File: src/dq_pkg.sv
// Shared types and operation codes for the double-ended queue.
package dq_pkg;

  typedef logic signed [31:0] word_t;

  typedef enum logic [2:0] {
    OP_PUSH_BACK  = 3'd0,
    OP_PUSH_FRONT = 3'd1,
    OP_POP_BACK   = 3'd2,
    OP_POP_FRONT  = 3'd3,
    OP_INSPECT    = 3'd4,
    OP_CLEAR      = 3'd5
  } op_e;

  typedef struct packed {
    logic  shift_up;
    logic  shift_down;
    logic  load;
    word_t value;
  } cell_ctrl_t;

endpackage

File: src/double_ended_queue_unit.sv
// Top level of the double-ended queue: operation decode, occupancy and result register.
//
//  channel   ports                                         direction  handshake
//  command   start_i, op_i, push_value_i                   in         start_i && !busy_o
//  result    done_o, ok_o, count_o, front_value_o,          out        done_o, one cycle
//            back_value_o
//
// One item is taken every cycle; busy_o stays low. The result is registered and appears in the
// cycle after the item is taken, held for one cycle under done_o. Two chains of cells hold
// the words, one ordered from the front and one from the back, so both ends sit in fixed
// cells and every operation is at most a shift or a single load in each chain. Reset empties
// the queue at once. The receiver cannot stall the block.
module double_ended_queue_unit #(
  parameter int unsigned DEPTH = 16
) (
  input  logic                         clk_i,
  input  logic                         rst_ni,
  input  logic                         start_i,
  output logic                         busy_o,
  input  logic [2:0]                   op_i,
  input  dq_pkg::word_t                push_value_i,
  output logic                         done_o,
  output logic                         ok_o,
  output logic [$clog2(DEPTH+1)-1:0]   count_o,
  output dq_pkg::word_t                front_value_o,
  output dq_pkg::word_t                back_value_o
);
  import dq_pkg::*;

  localparam int unsigned CountW = $clog2(DEPTH + 1);

  logic [CountW-1:0] count_d, count_q;
  logic              ok_d, ok_q;
  logic              done_q;
  logic              accept, full, empty;
  cell_ctrl_t        fwd_ctrl, bwd_ctrl;
  word_t             fwd_head, bwd_head;

  assign busy_o = 1'b0;
  assign accept = start_i && !busy_o;
  assign full   = (count_q == CountW'(DEPTH));
  assign empty  = (count_q == '0);

  always_comb begin
    count_d             = count_q;
    ok_d                = 1'b0;
    fwd_ctrl            = '0;
    bwd_ctrl            = '0;
    fwd_ctrl.value      = push_value_i;
    bwd_ctrl.value      = push_value_i;
    if (accept) begin
      unique case (op_e'(op_i))
        OP_PUSH_BACK: begin
          if (!full) begin
            fwd_ctrl.load     = 1'b1;
            bwd_ctrl.shift_up = 1'b1;
            count_d           = count_q + 1'b1;
            ok_d              = 1'b1;
          end
        end
        OP_PUSH_FRONT: begin
          if (!full) begin
            fwd_ctrl.shift_up = 1'b1;
            bwd_ctrl.load     = 1'b1;
            count_d           = count_q + 1'b1;
            ok_d              = 1'b1;
          end
        end
        OP_POP_BACK: begin
          if (!empty) begin
            bwd_ctrl.shift_down = 1'b1;
            count_d             = count_q - 1'b1;
            ok_d                = 1'b1;
          end
        end
        OP_POP_FRONT: begin
          if (!empty) begin
            fwd_ctrl.shift_down = 1'b1;
            count_d             = count_q - 1'b1;
            ok_d                = 1'b1;
          end
        end
        OP_INSPECT: begin
          ok_d = !empty;
        end
        OP_CLEAR: begin
          count_d = '0;
          ok_d    = 1'b1;
        end
        default: begin
          ok_d = 1'b0;
        end
      endcase
    end
  end

  dq_chain #(
    .DEPTH(DEPTH)
  ) u_fwd_chain (
    .clk_i   (clk_i),
    .ctrl_i  (fwd_ctrl),
    .wr_idx_i(count_q),
    .head_o  (fwd_head)
  );

  dq_chain #(
    .DEPTH(DEPTH)
  ) u_bwd_chain (
    .clk_i   (clk_i),
    .ctrl_i  (bwd_ctrl),
    .wr_idx_i(count_q),
    .head_o  (bwd_head)
  );

  always_ff @(posedge clk_i or negedge rst_ni) begin
    if (!rst_ni) begin
      count_q <= '0;
      done_q  <= 1'b0;
    end else begin
      count_q <= count_d;
      done_q  <= accept;
    end
  end

  always_ff @(posedge clk_i) begin
    ok_q <= ok_d;
  end

  assign done_o        = done_q;
  assign ok_o          = ok_q;
  assign count_o       = count_q;
  assign front_value_o = (count_q != '0) ? fwd_head : '0;
  assign back_value_o  = (count_q != '0) ? bwd_head : '0;

endmodule

File: src/dq_cell.sv
// One storage cell of a queue chain: loads, or takes a neighbour's word.
module dq_cell (
  input  logic               clk_i,
  input  dq_pkg::cell_ctrl_t ctrl_i,
  input  logic               sel_i,
  input  dq_pkg::word_t      below_i,
  input  dq_pkg::word_t      above_i,
  output dq_pkg::word_t      data_o
);
  import dq_pkg::*;

  word_t data_d, data_q;

  always_comb begin
    data_d = data_q;
    if (ctrl_i.load && sel_i) begin
      data_d = ctrl_i.value;
    end else if (ctrl_i.shift_up) begin
      data_d = below_i;
    end else if (ctrl_i.shift_down) begin
      data_d = above_i;
    end
  end

  always_ff @(posedge clk_i) begin
    data_q <= data_d;
  end

  assign data_o = data_q;

endmodule

File: src/dq_chain.sv
// Row of cells holding the queue in order from its head end.
module dq_chain #(
  parameter int unsigned DEPTH = 16
) (
  input  logic                             clk_i,
  input  dq_pkg::cell_ctrl_t               ctrl_i,
  input  logic [$clog2(DEPTH+1)-1:0]       wr_idx_i,
  output dq_pkg::word_t                    head_o
);
  import dq_pkg::*;

  localparam int unsigned CountW = $clog2(DEPTH + 1);

  word_t data [DEPTH];

  for (genvar i = 0; i < DEPTH; i++) begin : g_cell
    word_t below, above;
    logic  sel;

    if (i == 0) begin : g_first
      assign below = ctrl_i.value;
    end else begin : g_mid
      assign below = data[i-1];
    end

    if (i == DEPTH - 1) begin : g_last
      assign above = data[i];
    end else begin : g_inner
      assign above = data[i+1];
    end

    assign sel = (wr_idx_i == CountW'(i));

    dq_cell u_cell (
      .clk_i  (clk_i),
      .ctrl_i (ctrl_i),
      .sel_i  (sel),
      .below_i(below),
      .above_i(above),
      .data_o (data[i])
    );
  end

  assign head_o = data[0];

endmodule
File: config.mk
export PLATFORM = sky130hd
export DESIGN_NAME = double_ended_queue_unit
export DESIGN_NICKNAME = d
export VERILOG_FILES = /design/src/dq_pkg.sv /design/src/double_ended_queue_unit.sv /design/src/dq_cell.sv /design/src/dq_chain.sv
export SDC_FILE = /design/constraint.sdc
export NUM_CORES = 2
export LEC_CHECK = 0
export ABC_AREA = 1
export BUFFER_PORTS_ARGS = -buffer_cell sky130_fd_sc_hd__buf_2
export CAP_MARGIN = 20
export CORE_AREA = 5 5 337 339
export DETAILED_ROUTE_END_ITERATION = 7
export DIE_AREA = 0 0 342 344
export GPL_ROUTABILITY_DRIVEN = 0
export GPL_TIMING_DRIVEN = 0
export PLACE_DENSITY = 0.79
export SLEW_MARGIN = 20
export SYNTH_ARGS = -nofsm -noshare
export SYNTH_HDL_FRONTEND = slang
export SYNTH_SLANG_ARGS = --single-unit
File: constraint.sdc
create_clock -name clk_i -period 4.09 [get_ports clk_i]
set_clock_uncertainty 0.1 [all_clocks]
set_input_delay 0.2045 -clock clk_i [delete_from_list [all_inputs] [get_ports clk_i]]
set_output_delay 0.2045 -clock clk_i [all_outputs]
set_load 0.05 [all_outputs]
-- After elaboration in Yosys (flattened, before gate mapping)
Cells that the tools add are included.
W data, S select, Z words.
- $add $sub $neg: 2
- equality and inequality tests: 23
- muxes and demuxes: 108
- reductions and logical operators: 72
- operators with widths (cell ; number):
    $mux W32 ; 96
    $reduce_bool A3 Y1 ; 31
    $eq A5 B4 Y1 const B ; 8
    $logic_and A1 B1 Y1 ; 32
    $eq A5 B3 Y1 const B ; 4
    $pmux W5 S3 ; 1
    $eq A5 B2 Y1 const B ; 2
    $mux W5 ; 2
    $eq A3 B2 Y1 const B ; 2
    $eq A3 B3 Y1 const B ; 2
    $mux W1 ; 6
    $mux W3 ; 2
    $add A5 B1 Y5 const B ; 1
    $eq A5 B1 Y1 const B ; 1
    $eq A5 B5 Y1 const B ; 1
    $logic_not A5 Y1 ; 1
    $reduce_bool A5 Y1 ; 1
    $sub A5 B1 Y5 const B ; 1
    $ne A2 B2 Y1 const B ; 2
    $pmux W1 S4 ; 1
    $reduce_and A4 Y1 ; 1
    $reduce_bool A2 Y1 ; 2
    $reduce_or A2 Y1 ; 2
    $eq A3 B1 Y1 const B ; 1
    other kinds (2) ; 2
- flip-flop bits (word level): 1031
- bits of input ports: 38
- output and inout bits: 72

-- Longest topological paths before layout
- depth after elaboration: 7
- gate-level depth with buffers: 12
- gate-level depth less buffers: 10

-- Hierarchy
From an unflattened synthesis, not the netlist that was laid out.
- cell total of the unflattened synthesis: 9059
- area total of the unflattened synthesis: 65575.4 um2
- modules (own cells, without submodules) (module ; times used ; cells an instance ; area an instance (um2) ; seq. area each (um2)):
    dq_cell ; 32 ; 274 ; 2005.7 ; 960.9
    double_ended_queue_unit ; 1 ; 221 ; 1118.6 ; 170.2
    dq_chain ; 2 ; 35 ; 137.6 ; 0.0

-- Least setup slack after synthesis
Ideal clock, no wire load.
- kind: flip-flop to flip-flop
- from: reg count_q[0] (netlist: count_o[0])
- to: reg u_bwd_chain.g_cell[15].u_cell.data_q[0], enable pin
- data arrival time: 4.231 ns
- data required time: 3.524 ns
- setup slack: -0.707 ns
- stages on the path, launching flop included: 10
- buffers on the path: 2
- period minus slack after synthesis: 4.797 ns
- path through: dfrtp_1 > inv_1 > ha_1 > nand2_1 > inv_1 > nand2_8 > nand3_2 > buf_2 > buf_2 > o21ai_0
- longest elaborated chain between the ends: 6
- elaborated cells on any way between the ends: 8
- those cells by class: eq/ne (2); mux (4); reduce/logical (2)
- RTL lines (what ; RTL line ; source):
    start: declaration ; double_ended_queue_unit.sv:32 ; logic [CountW-1:0] count_d, count_q;
    start signal: assignment ; double_ended_queue_unit.sv:120 ; count_q <= count_d;
    $eq A5 B5 Y1 ; double_ended_queue_unit.sv:41 ; assign full = (count_q == CountW'(DEPTH));
    $mux W1 ; double_ended_queue_unit.sv:54, double_ended_queue_unit.sv:62 ;
    $mux W1 ; double_ended_queue_unit.sv:52 ; unique case (op_e'(op_i))
    $mux W3 ; double_ended_queue_unit.sv:51 ; if (accept) begin
    $logic_and A1 B1 Y1 ; dq_cell.sv:16 ; if (ctrl_i.load && sel_i) begin
    $reduce_bool A2 Y1 (no line) (*) ; -- ;
    end signal: assignment ; dq_cell.sv:26 ; data_q <= data_d;
    end: declaration ; dq_cell.sv:12 ; word_t data_d, data_q;
Every way passes the cells marked *; elsewhere a longest branch is shown, timed or not.
A chain may end at the register's enable or synchronous reset.

-- Worst setup path after layout
- from: reg count_q[0] (netlist: count_o[0])
- to: reg u_fwd_chain.g_cell[14].u_cell.data_q[15], enable pin
- longest elaborated chain between the ends: 6
- elaborated cells on any way between the ends: 11
- those cells by class: eq/ne (2); mux (6); reduce/logical (3)
- RTL lines (what ; RTL line):
    $eq A5 B5 Y1 ; double_ended_queue_unit.sv:41
    $mux W1 ; double_ended_queue_unit.sv:54, double_ended_queue_unit.sv:62
    $mux W1 ; double_ended_queue_unit.sv:52
    $mux W3 ; double_ended_queue_unit.sv:51
    $logic_and A1 B1 Y1 ; dq_cell.sv:16
    $reduce_bool A3 Y1 (no line) (*) ; --
    end signal: assignment ; dq_cell.sv:26
    end: declaration ; dq_cell.sv:12
Marked as above.

==> tab_implementation.tex <==
\begin{tabular}{lr}
\hline
Metric & Value \\
\hline
\multicolumn{2}{l}{\textbf{Run status}} \\
Outcome & complete, but fails checks \\
Violated checks & negative setup slack \\
\multicolumn{2}{l}{\textbf{STA}} \\
Worst slew slack as a fraction of its limit & 0.1816 \\
Time the final worst path needs with I/O delays and setup & 4147 ps \\
RSZ-0062 raised after global routing & no \\
Highest Clock Rate & 241.2 MHz \\
Period Utilization, post-route & 1.014 \\
Slew of the pin with the lowest slew margin & 1228 ps \\
Max Transition Viols Final & 0 \\
Hold Vio Cnt, Final & 0 \\
Final setup violation count & 288 \\
Fin Hold WS & 88.83 ps \\
Worst setup slack after layout & -56.80 ps \\
\multicolumn{2}{l}{\textbf{Flow run}} \\
Max-cap violations & 0 \\
\multicolumn{2}{l}{\textbf{Pwr}} \\
Maximum vdd drop & 0.0006598 V \\
Static leakage & 0.03227 uW \\
Total power density per cell area & 426.1 mW/mm2 \\
\multicolumn{2}{l}{\textbf{CTS}} \\
Sinks on Clock Net & 1031 \\
Number of buffers on the longest clock path & 3 \\
TritonCTS buffer count & 112 \\
Total number of H-tree levels & 3 \\
Clock Pin Slew Worst Setup and Hold Paths & 60 ps \\
Buffer type at the clock tree root & sky130\_fd\_sc\_hd\_\_clkbuf\_16 \\
TritonCTS clock tree & built \\
Clock latency reported for the late side of the worst-skew pair & 740 ps \\
Post-CTS Setup Repair Bufs & 0 \\
\multicolumn{2}{l}{\textbf{Worst setup path}} \\
Nature of the critical path endpoint & flip-flop \\
R2R Setup Slk & -60 ps \\
Critical Setup Path Class & reg -> reg \\
Launching element type of the critical path & flip-flop \\
R2R Path Start & count\_o[0]\$\_DFFE\_PN0P\_ \\
Critical Path AT & 4400 ps \\
Crit path required time & 4340 ps \\
Start point of the critical path & count\_o[0]\$\_DFFE\_PN0P\_ \\
Worst Path Max Fanout & 32 \\
\multicolumn{2}{l}{\textbf{Routing}} \\
Final WL & 215300 um \\
Per-cell routed wire length & 21.79 um \\
Detailed router's first-iteration violation count & 10800 \\
Detailed Routing Iterations Pass 1 & 7 \\
Vias per inst & 5.999 \\
Count of unresolved DRC violations after routing & 0 \\
Count of nets left with antenna violations after detail routing & 0 \\
Detailed-route via count & 59270 \\
\multicolumn{2}{l}{\textbf{Finish}} \\
Total number of nets in the final design & 8341 \\
Commonest cells after routing, fill and taps aside & sky130\_fd\_sc\_hd\_\_nand2\_1 (3116), sky130\_fd\_sc\_hd\_\_inv\_1 (1036), sky130\_fd\_sc\_hd\_\_edfxtp\_1 (1024), sky130\_fd\_sc\_hd\_\_nand4\_1 (962), sky130\_fd\_sc\_hd\_\_nand3\_1 (908) \\
Post-layout instance count excluding filler cells & 9880 \\
Area Overhead vs Synth & 9.957\% \\
Number of filler cells placed in the layout & 9281 \\
Layout cell share with drive strength beyond 1 & 0.1012 \\
Commonest non-fill, non-tap cell in the layout & sky130\_fd\_sc\_hd\_\_nand2\_1 \\
\multicolumn{2}{l}{\textbf{Floorplan}} \\
Area of the core & 0.1101 mm2 \\
Width of the die & 342 um \\
Starting density of the core & 0.5652 \\
Area enclosed by the die boundary & 0.1176 mm2 \\
Number of I/O pins & 110 \\
Die Height & 344 um \\
\# rows & 122 \\
\multicolumn{2}{l}{\textbf{Global route}} \\
Vias in the first global route & 53180 \\
Remaining Overflow, GRT & 0 \\
Global-route wire length before repair & 316500 um \\
Pin count of the biggest net entering global routing & 33 \\
Initial antenna violation count & 12 \\
GRT Util Overall & 0.3542 \\
\multicolumn{2}{l}{\textbf{Placed design}} \\
Cell count after placement & 9659 \\
Number of port buffers & 76 \\
Post-detail-place hpwl & 163800 um \\
\multicolumn{2}{l}{\textbf{Synthesis}} \\
Synthesis Warnings & 0 \\
Area share of the largest cell type after synthesis & 0.4943 \\
Synth Net Count & 8133 \\
Instance count of the mapped netlist & 8089 \\
Cell types with the largest area share after synthesis & sky130\_fd\_sc\_hd\_\_edfxtp\_1 (49\%), sky130\_fd\_sc\_hd\_\_nand2\_1 (19\%), sky130\_fd\_sc\_hd\_\_nand4\_1 (9.7\%) \\
Register bit count reported by yosys & 1031 \\
Average instance area after synthesis & 7.690 um2 \\
Syn Std Cell Area & 0.06220 mm2 \\
Post-synthesis cell type count & 31 \\
Sequential-to-total area share from yosys stat & 0.4971 \\
Largest area contributor in the synthesized netlist & sky130\_fd\_sc\_hd\_\_edfxtp\_1 \\
\multicolumn{2}{l}{\textbf{Worst hold path}} \\
Kind of path behind the tightest hold check & in -> reg \\
Startpoint of the most critical hold path & start\_i \\
\hline
\end{tabular}
==> worst max-delay path, stage by stage (launching register included) <==
cell                      delay (ps)
sky130_fd_sc_hd__dfrtp_1         530
sky130_fd_sc_hd__inv_1           200
sky130_fd_sc_hd__ha_1            280
sky130_fd_sc_hd__nand2_1         320
sky130_fd_sc_hd__nor2_1          180
sky130_fd_sc_hd__o21ai_2         570
sky130_fd_sc_hd__nand2_1         490
sky130_fd_sc_hd__buf_2           400
sky130_fd_sc_hd__nand2_2         650
==> final cells by class <==
class,instances,area [um2],share of cell area
Multi-Input combinational cell,5223,23830,0.3484
Tap cell,1488,1862,0.02722
Clock buffer,142,3030,0.04431
Timing Repair Buffer,94,646.9,0.009458
Inverter,1068,4009,0.05861
Antenna cell,12,30.03,0.0004390
Sequential cell,1031,30920,0.4521
Buffer,767,3581,0.05236
Clock inverter,55,486.7,0.007116
==> registers in the layout (all words and copies together), names as in the netlist <==
| register | flops |
|---|---|
| u_bwd_chain.g_cell.u_cell.data_o | 512 |
| count_o | 5 |
| ok_o | 1 |
| u_fwd_chain.g_cell.u_cell.data_o | 512 |
| done_o | 1 |
==> cell families (layout without fill, tap and decap cells) <==
family	Yosys count	in the layout	synth area share
AO/OA/AOI/OAI	70	70	0.005632
XOR/XNOR	1	1	0.0001408
adder cells (fa/ha/maj)	6	6	0.001207
buffers and inverters	1835	2126	0.1215
flip-flops	1031	1031	0.4971
multiplexers	1	1	0.0001609
other	1	13	0.00006029
AND/OR/NAND/NOR	5144	5144	0.3742
==> final timing paths <==
kind / endpoint / cells after the start
setup / recovery: u_fwd_chain.g_cell[14].u_cell.data_o[15]$_DFFE_PP_ / 8
hold / removal: done_o$_DFF_PN0_ / 2
setup reg to reg: u_fwd_chain.g_cell[14].u_cell.data_o[15]$_DFFE_PP_ / 8
hold reg to reg: u_bwd_chain.g_cell[15].u_cell.data_o[4]$_DFFE_PP_ / 2
max in group asynchronous: done_o$_DFF_PN0_ / 3
min in group asynchronous: count_o[3]$_DFFE_PN0P_ / 3
==> synthesized netlist by cell type <==
cell type / n
sky130_fd_sc_hd__mux2i_1: 1
sky130_fd_sc_hd__o21ai_0: 65
sky130_fd_sc_hd__nand2_1: 3146
sky130_fd_sc_hd__buf_1: 81
sky130_fd_sc_hd__edfxtp_1: 1024
sky130_fd_sc_hd__clkbuf_1: 207
sky130_fd_sc_hd__nand4_4: 11
sky130_fd_sc_hd__nor2_1: 81
sky130_fd_sc_hd__buf_4: 6
sky130_fd_sc_hd__nand3_1: 908
sky130_fd_sc_hd__inv_2: 32
sky130_fd_sc_hd__nand4_2: 16
sky130_fd_sc_hd__o21ai_1: 4
sky130_fd_sc_hd__a21oi_1: 1
sky130_fd_sc_hd__nand4_1: 962
sky130_fd_sc_hd__or2_2: 1
sky130_fd_sc_hd__nor3_1: 1
sky130_fd_sc_hd__conb_1: 1
sky130_fd_sc_hd__ha_1: 6
sky130_fd_sc_hd__nand3_2: 1
sky130_fd_sc_hd__buf_6: 9
sky130_fd_sc_hd__nor2_4: 3
sky130_fd_sc_hd__inv_1: 1036
sky130_fd_sc_hd__dfrtp_1: 6
sky130_fd_sc_hd__nor2_2: 9
sky130_fd_sc_hd__nand2_2: 3
sky130_fd_sc_hd__buf_2: 464
sky130_fd_sc_hd__nand2_8: 1
sky130_fd_sc_hd__xnor2_1: 1
sky130_fd_sc_hd__dfxtp_1: 1
sky130_fd_sc_hd__nand3_4: 1
==> timing repair <==
| action | in CTS | in global routing |
|---|---|---|
| hold endpoints to repair | 14 | 0 |
| hold buffers | 11 | 0 |
| gates resized for setup | 2 | 0 |
| endpoints found under the setup margin | 32 | 0 |
==> metrics by stage <==
step                      total power (uW)  setup slack, ps  instance area, um2  setup TNS (ps)  utilization
after floorplan                      17130            161.4               62200               0            -
after global placement               18770           -912.7               64450         -542720       0.5856
after detailed placement             18960            10.23               64710               0       0.5880
after CTS                            28730            84.99               68350               0       0.6210
after global routing                 29870            14.71               68370               0       0.6213
final                                29140           -56.80               68400           -5572       0.6215
==> layer usage <==
| metal | GRT usage | vias up | part of all wire |
|---|---|---|---|
| met2 | 0.5184 | 4722 | 0.41 |
| met5 | 0.01021 | - | 0.0024 |
| met3 | 0.1283 | 702 | 0.17 |
| met1 | 0.4663 | 26680 | 0.36 |
| met4 | 0.1784 | 18 | 0.059 |
| li1 | - | 27150 | - |
==> power breakdown <==
part	leakage, uW	total (uW)	switching [uW]	internal [uW]
clock network	0.00172	10100	4340	5740
registers	0.00943	12800	197	12600
logic	0.0211	6310	4910	1400
Note: power is estimated with default switching activity, not from simulation.
